`config.mk`:
```
export PLATFORM = sky130hd
export DESIGN_NAME = swsl_ctrl
export DESIGN_NICKNAME = d
export VERILOG_FILES = /design/src/sv/swsl_pkg.sv /design/src/sv/swsl_ctrl.sv
export VERILOG_INCLUDE_DIRS = /design/src /design/src/sv
export SDC_FILE = /design/constraint.sdc
export NUM_CORES = 1
export LEC_CHECK = 0
export BUFFER_PORTS_ARGS = -buffer_cell sky130_fd_sc_hd__buf_2
export CAP_MARGIN = 30
export CELL_PAD_IN_SITES_DETAIL_PLACEMENT = 0
export CELL_PAD_IN_SITES_GLOBAL_PLACEMENT = 1
export CORE_AREA = 2 2 39 41
export DETAILED_ROUTE_END_ITERATION = 10
export DIE_AREA = 0 0 41 43
export GPL_TIMING_DRIVEN = 0
export MAX_ROUTING_LAYER = met4
export PLACE_DENSITY = 0.57
export SLEW_MARGIN = 15
export SYNTH_ARGS = -nofsm -noshare
export SYNTH_HDL_FRONTEND = slang
export SYNTH_SLANG_ARGS = --single-unit
export TNS_END_PERCENT = 1
```
`constraint.sdc`:
```
create_clock -name clk -period 0.8 [get_ports clk]
set_input_delay 0.08 -clock clk [delete_from_list [all_inputs] [get_ports clk]]
set_output_delay 0.08 -clock clk [all_outputs]
set_load 0.05 [all_outputs]
```
`src/sv/sliding_window_send_limiter_core_defines.svh`:
```
// Assertion helpers shared by the limiter modules.
// Each expects clk and rst in scope.
`ifndef SLIDING_WINDOW_SEND_LIMITER_CORE_DEFINES_SVH
`define SLIDING_WINDOW_SEND_LIMITER_CORE_DEFINES_SVH

`define SWSL_ASSERT_NOW(label, ante, cons, msg) \
  label: assert property (@(posedge clk) disable iff (rst) (ante) |-> (cons)) \
    else $error(msg);

`define SWSL_ASSERT_NEXT(label, ante, cons, msg) \
  label: assert property (@(posedge clk) disable iff (rst) (ante) |=> (cons)) \
    else $error(msg);

`endif

```
`src/sv/swsl_pkg.sv`:
```
`default_nettype none

package swsl_pkg;

  localparam int BUCKETS       = 10;
  localparam int MS_PER_BUCKET = 100;

  localparam int IN_W    = 32;
  localparam int LIMIT_W = 8;
  localparam int COUNT_W = 8;
  localparam int OUT_W   = 16;

  localparam logic [LIMIT_W-1:0] LIMIT_RESET = 8'd50;
  localparam logic [COUNT_W-1:0] COUNT_MAX   = 8'hFF;

  localparam int IDX_W   = $clog2(BUCKETS);
  localparam int TOTAL_W = $clog2(BUCKETS * 255 + 1);
  localparam int UNITS_W =
    $clog2(((64'd1 << IN_W) - 64'd1) / 64'(MS_PER_BUCKET) + 64'd1);

  // floor(x / MS_PER_BUCKET) = (x * DIV_MULT) >> DIV_SHIFT for every 32-bit x
  localparam int DIV_SHIFT = IN_W + $clog2(MS_PER_BUCKET);
  localparam int MULT_W    = IN_W + 1;
  localparam int PROD_W    = IN_W + MULT_W;
  localparam logic [MULT_W-1:0] DIV_MULT = MULT_W'(
    ((65'd1 << DIV_SHIFT) + 65'(MS_PER_BUCKET) - 65'd1) / 65'(MS_PER_BUCKET));

  typedef enum logic [2:0] {
    S_IDLE,
    S_SCALE,
    S_ADVANCE,
    S_SUM,
    S_DECIDE
  } state_t;

  typedef struct packed {
    logic load;
    logic scale;
    logic step;
    logic accum;
    logic decide;
  } swsl_cmd_t;

  typedef struct packed {
    logic steps_zero;
    logic sum_last;
    logic out_free;
  } swsl_status_t;

endpackage

`default_nettype wire

```
`src/sv/swsl_ctrl.sv`:
```
`default_nettype none
`include "sliding_window_send_limiter_core_defines.svh"

module swsl_ctrl
  import swsl_pkg::*;
(
  input  wire logic         clk,
  input  wire logic         rst,
  input  wire logic         s_tvalid,
  output logic              s_tready,
  input  wire swsl_status_t status,
  output swsl_cmd_t         cmd
);

  state_t state;
  state_t state_next;

  always_ff @(posedge clk) begin
    if (rst) begin
      state <= S_IDLE;
    end else begin
      state <= state_next;
    end
  end

  always_comb begin
    state_next = state;
    case (state)
      S_IDLE: begin
        if (s_tvalid) state_next = S_SCALE;
      end
      S_SCALE: begin
        state_next = S_ADVANCE;
      end
      S_ADVANCE: begin
        if (status.steps_zero) state_next = S_SUM;
      end
      S_SUM: begin
        if (status.sum_last) state_next = S_DECIDE;
      end
      S_DECIDE: begin
        if (status.out_free) state_next = S_IDLE;
      end
      default: begin
        state_next = S_IDLE;
      end
    endcase
  end

  always_comb begin
    s_tready   = 1'b0;
    cmd        = '0;
    case (state)
      S_IDLE: begin
        s_tready = 1'b1;
        cmd.load = s_tvalid;
      end
      S_SCALE: begin
        cmd.scale = 1'b1;
      end
      S_ADVANCE: begin
        cmd.step = !status.steps_zero;
      end
      S_SUM: begin
        cmd.accum = 1'b1;
      end
      S_DECIDE: begin
        cmd.decide = status.out_free;
      end
      default: begin
        s_tready = 1'b0;
      end
    endcase
  end

  `SWSL_ASSERT_NEXT(a_load_then_scale, cmd.load, state == S_SCALE, "load not followed by scale")

endmodule

`default_nettype wire

```
==> impl_metrics.py, run 1 <==
metrics = {
    "sta": {
        "max-slew-margin-rel": 0.8336,
        "rsz0062_at_grt": "true",
        "skew_ns": 0.005916,
        "setup_viol": 9,
        "worst_slack_ns": -0.4087,
        "fmax_ghz": 0.8273,
        "finalCriticalPeriod_ns": 1.209,
        "fin_crit_sh": 1.511,
        "whs_ns": 0.04055,
        "finalMaxSlewViolations": 0,
        "worstMarginPinSlew_ns": 0.2514,
        "hold_violations": 0,
    },
    "finish": {
        "largest_register": "state",
        "largest_reg_flops": 3,
        "drive_above_1_share": 0.6667,
        "nets": 46,
        "final_cell_mix": "6 x buf_2, 4 x buf_6, 3 x clkbuf_4, 3 x buf_8",
        "diodes": 0,
        "syn2layout_area_growth_pct": 90.53,
        "fillers": 162,
        "reg_top3": "state: 3 flops",
        "fin_cells": 55,
        "layout_commonest_cell": "buf_2",
    },
    "critical_path": {
        "cpMaxStageDelayCell": "dfxtp_1",
        "startpoint": "state[1]$_SDFFE_PP0P_",
        "rr_startpoint": "state[1]$_SDFFE_PP0P_",
        "crit_fanout": 6,
        "r2r_slack_ns": -0.06,
        "critPathRequiredTime_ns": 0.72,
        "worstSetupEndpointType": "output pin",
        "worstPathArrival_ns": 1.13,
        "cp-start-kind": "flip-flop",
        "worstPathCellList": "buf_6 -> nor3_4 -> and2_4 -> buf_8",
        "slowest_delay_ns": 0.30,
        "worstSetupPathType": "reg -> out",
    },
    "clock_network": {
        "clockBufferDepth": 2,
        "clkLatencyLatePin_ns": 0.23,
        "cts_tree": "yes",
        "cts_buffers": 3,
        "path_clk_slew_ns": 0.04,
        "clock_sinks": 3,
        "ctsHtreeMaxLevel": 1,
        "ctsHoldBuffers": 0,
        "cts_root_buf": "clkbuf_4",
    },
    "place": {
        "io_buffers": 11,
        "hpwl_microns": 372.7,
        "place_congestion": 0.6315,
        "dp_cells": 50,
    },
    "drt": {
        "drtPass1Iterations": 3,
        "post_drt_wl_per_cell_microns": 9.564,
        "wirelength_microns": 526,
        "route.detailed.drc": 0,
        "drt_iter0_markers": 1,
        "via_per_inst": 3.964,
        "antenna_left": 0,
        "vias": 218,
    },
    "worst_hold_path": {
        "hp-start": "rst",
        "holdCritPathClass": "in -> reg",
    },
    "pwr": {
        "intPower_uw": 484.9,
        "swShare": 0.3637,
        "power.switching_uw": 277.2,
        "power_leakage_nw": 0.1722,
        "share_comb_of_total_power": 0.433,
        "power.share.clock": 0.347,
        "vdd_drop_max_v": 0.0004895,
        "power_density_nw_per_um2": 1891,
        "p_seq_frac": 0.220,
    },
    "die": {
        "start_util": 0.1528,
        "rows": 14,
        "die_h_microns": 43,
        "die_area_sq_um": 1763,
        "io_pins": 12,
        "dieWidth_microns": 41,
        "fp.coreArea_sq_um": 1384,
    },
    "global_routing": {
        "grt_pass1_wl_microns": 814,
        "gr-total-overflow": 0,
        "antenna_found_initial": 0,
        "grtUsageTotal": 0.07392,
        "grt_pass1_vias": 200,
        "grt_max_degree": 11,
    },
    "logic_synthesis": {
        "yosysWarningCount": 0,
        "yosysTopAreaCell": "dfxtp_1",
        "synth-seq-area-share": 0.2840,
        "ys_types": 19,
        "avgSynthCellArea_sq_um": 9.194,
        "syn-num-nets": 29,
        "syn_inst": 23,
        "synth_area_sq_um": 211.5,
        "ys_ff_latch": 3,
        "synth.area.top_cells": "dfxtp_1 28%, buf_4 7.1%, nor4b_2 7.1%",
        "synth_top_area_share": 0.2840,
    },
    "job": {
        "cap_violations": 0,
    },
    "status": {
        "failed_checks": "negative setup slack",
        "status": "finished, violations left",
    },
}
layout make-up:
| cell class | count | area (sq um) | area share |
|---|---|---|---|
| Multi-Input combinational cell | 17 | 157.7 | 0.3913 |
| Timing Repair Buffer | 12 | 105.1 | 0.2609 |
| Sequential cell | 3 | 63.81 | 0.1584 |
| Buffer | 3 | 30.03 | 0.07453 |
| Clock buffer | 4 | 26.28 | 0.06522 |
| Tap cell | 16 | 20.02 | 0.04969 |
stage by stage:
stage	setup TNS, ns	total power, mW	instance area [sq um]	utilization	worst slack (ns)
2_1_floorplan	-2.093	0.3991	234.0	-	-0.5266
3_3_place_gp	-1.996	0.4527	309.0	0.2233	-0.3705
3_5_place_dp	-2.053	0.4542	309.0	0.2233	-0.3770
4_1_cts	-2.463	0.7697	385.4	0.2785	-0.4173
5_1_grt	-2.802	0.8130	402.9	0.2911	-0.4600
6_report	-2.381	0.7620	402.9	0.2911	-0.4087
power by group through the flow:
stage               clock (mW)  sequential [mW]  combinational [mW]
floorplan                    0            0.171               0.229
finish                   0.264            0.168               0.330
CTS                      0.274            0.167               0.328
global placement             0            0.171               0.281
global route             0.295            0.168               0.349
detailed placement           0            0.171               0.283
worst max-delay path: cells and delay by family (launching register included):
kind,cells,cell delay (ns)
buf+inv,2,0.26
simple gates,2,0.33
flops,1,0.30
kinds of logic after synthesis:
family                 synth area share
AND/OR/NAND/NOR                  0.4734
buffers and inverters            0.1242
AO/OA/AOI/OAI                    0.1183
flip-flops                       0.2840
path summary, 6_finish.rpt:
check        depth (start not counted)                    end
max                                  4                 cmd[4]
max reg2reg                          4  state[2]$_SDFFE_PP0P_
min reg2reg                          2  state[2]$_SDFFE_PP0P_
min                                  2  state[2]$_SDFFE_PP0P_
cell usage after synthesis, drive strengths merged:
cell	count
nand3b	1
nor3b	1
nor3	1
a21oi	1
nand2	2
and2	1
and3	1
nor4b	1
o2111ai	1
nand3	1
nand4b	1
nor2	2
buf	3
o21ai	1
a31oi	1
dfxtp	3
and3b	1
routing by layer:
metal  global-route usage  up-vias  wire [microns]
li1                     -      116               -
met1              0.09265       98             231
met2              0.08750        4             285
met3              0.01571        0               9
met4              0.08000        0               0
met5                    -        -               0
what timing repair did:
item,4_1_cts,5_1_grt
setup buffers,1,0
pin swaps,4,2
endpoints found under the setup margin,9,9
gates resized for setup,14,4
(Power assumes the default switching activity.)
==> run 2: changes to the inputs <==
CTS_CLUSTER_DIAMETER = 150   (was not set)
PLACE_DENSITY = 0.55   (was 0.57)
clock period = 1.45 ns   (was 0.8 ns; I/O delays follow)
==> impl_metrics.py, run 2 (synthesis results as in run 1) <==
metrics = {
    "status": {
        "status": "finished, final reports clean",
    },
    "critical_path": {
        "worstPathArrival_ns": 1.21,
        "worstPathCellList": "buf_4 -> and3b_1 -> buf_4 -> buf_2",
        "worstSetupPathType": "reg -> out",
        "cpMaxStageDelayCell": "dfxtp_1",
        "slowest_delay_ns": 0.30,
        "crit_fanout": 10,
        "crit_top_cell": "buf_4",
        "worstSetupEndpointType": "output pin",
        "cp-start-kind": "flip-flop",
        "critPathRequiredTime_ns": 1.31,
    },
    "place": {
        "placedInstanceArea_sq_um": 297.8,
        "io_buffers": 11,
        "place_congestion": 0.6629,
        "hpwl_microns": 352.9,
    },
    "global_routing": {
        "grt_max_degree": 11,
        "gr-total-overflow": 0,
        "grtUsageTotal": 0.07922,
        "grt_pass1_vias": 182,
        "grt_pass1_wl_microns": 855,
        "antenna_found_initial": 0,
    },
    "finish": {
        "layout_commonest_cell": "buf_2",
        "largest_reg_flops": 3,
        "nets": 45,
        "largest_register": "state",
        "syn2layout_area_growth_pct": 55.03,
        "diodes": 0,
        "drive_above_1_share": 0.6053,
        "final_cell_mix": "10 x buf_2, 3 x buf_4, 3 x clkbuf_4",
        "fillers": 160,
        "final_area_sq_um": 327.8,
        "reg_top3": "state: 3 flops",
        "multiInputGateArea_sq_um": 136.4,
        "register_area_sq_um": 61.31,
    },
    "clock_network": {
        "cts_root_buf": "clkbuf_4",
        "cts_buffers": 3,
        "path_clk_slew_ns": 0.04,
        "clockBufferDepth": 2,
        "ctsHtreeMaxLevel": 1,
        "clkLatencyLatePin_ns": 0.23,
        "cts_tree": "yes",
        "clock_sinks": 3,
        "ctsHoldBuffers": 0,
        "post_cts_buffers": 0,
    },
    "sta": {
        "fmax_ghz": 0.7362,
        "worstMarginPinSlew_ns": 0.2498,
        "rsz0062_at_grt": "false",
        "max-slew-margin-rel": 0.8346,
        "fin_crit_sh": 0.9368,
        "finalMaxSlewViolations": 0,
        "hold_violations": 0,
        "skew_ns": 0.0006905,
        "setup_viol": 0,
        "finalCriticalPeriod_ns": 1.358,
    },
    "pwr": {
        "power_density_nw_per_um2": 1183,
        "p_seq_frac": 0.240,
        "intPower_uw": 242.2,
        "vdd_drop_max_v": 0.0002328,
        "power_leakage_nw": 0.1547,
        "swShare": 0.3754,
        "share_comb_of_total_power": 0.381,
        "power.share.clock": 0.379,
        "power_uw": 387.8,
        "power.switching_uw": 145.6,
    },
    "die": {
        "start_util": 0.1528,
        "dieWidth_microns": 41,
        "die_area_sq_um": 1763,
        "io_pins": 12,
        "fp.coreArea_sq_um": 1384,
        "rows": 14,
        "die_h_microns": 43,
    },
    "drt": {
        "post_drt_wl_per_cell_microns": 9.241,
        "vias": 211,
        "wirelength_microns": 499,
        "antenna_left": 0,
        "via_per_inst": 3.907,
        "route.detailed.drc": 0,
        "drt_iter0_markers": 8,
        "drtPass1Iterations": 5,
    },
    "job": {
        "cap_violations": 0,
    },
    "worst_hold_path": {
        "holdCritPathClass": "in -> reg",
    },
}
-- run 2: cell types whose count changed in the layout (fill, tap and decap cells not counted), sizes merged --
cell | before | now
buf | 15 | 14
-- run 2: path summary, 6_finish.rpt --
kind                              start                     to  slack (ns)  depth (start not counted)
setup reg to reg  state[0]$_SDFFE_PP0P_  state[0]$_SDFFE_PP0P_        0.62                          3
hold reg to reg   state[2]$_SDFFE_PP0P_  state[2]$_SDFFE_PP0P_        0.56                          2
setup / recovery  state[0]$_SDFFE_PP0P_                 cmd[1]        0.09                          4
hold / removal                      rst  state[2]$_SDFFE_PP0P_        0.08                          2
-- run 2: what timing repair did --
action	4_1_cts	5_1_grt
hold endpoints to repair	0	0
setup endpoints to repair	1	1
resized for setup	1	2
-- run 2: final cells by class --
class                      count  share of cell area
buffer                         3             0.08015
clock buffer                   4             0.08015
multi-input combinational     17              0.4160
sequential                     3              0.1870
tap                           16             0.06107
timing repair buffer          11              0.1756
-- run 2: power by group through the flow --
stage                     registers [mW]  logic [mW]  clock network [mW]
final                             0.0931       0.148               0.147
after global placement            0.0943       0.148                   0
after global routing              0.0937       0.160               0.169
after floorplan                   0.0939       0.118                   0
after CTS                         0.0930       0.148               0.157
after detailed placement          0.0943       0.148                   0
-- run 2: worst max-delay path, delay by kind of cell (launching register included) --
kind / cells / cell delay, ns
AND/OR/NAND/NOR: 1 / 0.17
buffers and inverters: 3 / 0.51
flip-flops: 1 / 0.30
-- run 2: metal layers --
layer	vias up	global-route usage	wire [microns]
met2	5	0.07188	234
met5	-	-	0
met3	0	0.04712	16
li1	114	-	-
met4	0	0.08000	0
met1	92	0.1061	248
-- run 2: metrics by stage --
stage / instances / hold WS (ns) / TNS [ns] / setup WS [ns] / util
3_3_place_gp: 50 / 0.3308 / 0 / 0.2448 / 0.2152
6_report: 54 / 0.08498 / 0 / 0.09165 / 0.2369
2_1_floorplan: 23 / 0.2141 / -0.1953 / -0.1000 / -
5_1_grt: 54 / 0.07816 / 0 / 0.01124 / 0.2369
3_5_place_dp: 50 / 0.3359 / 0 / 0.2424 / 0.2152
4_1_cts: 54 / 0.07328 / 0 / 0.05548 / 0.2351
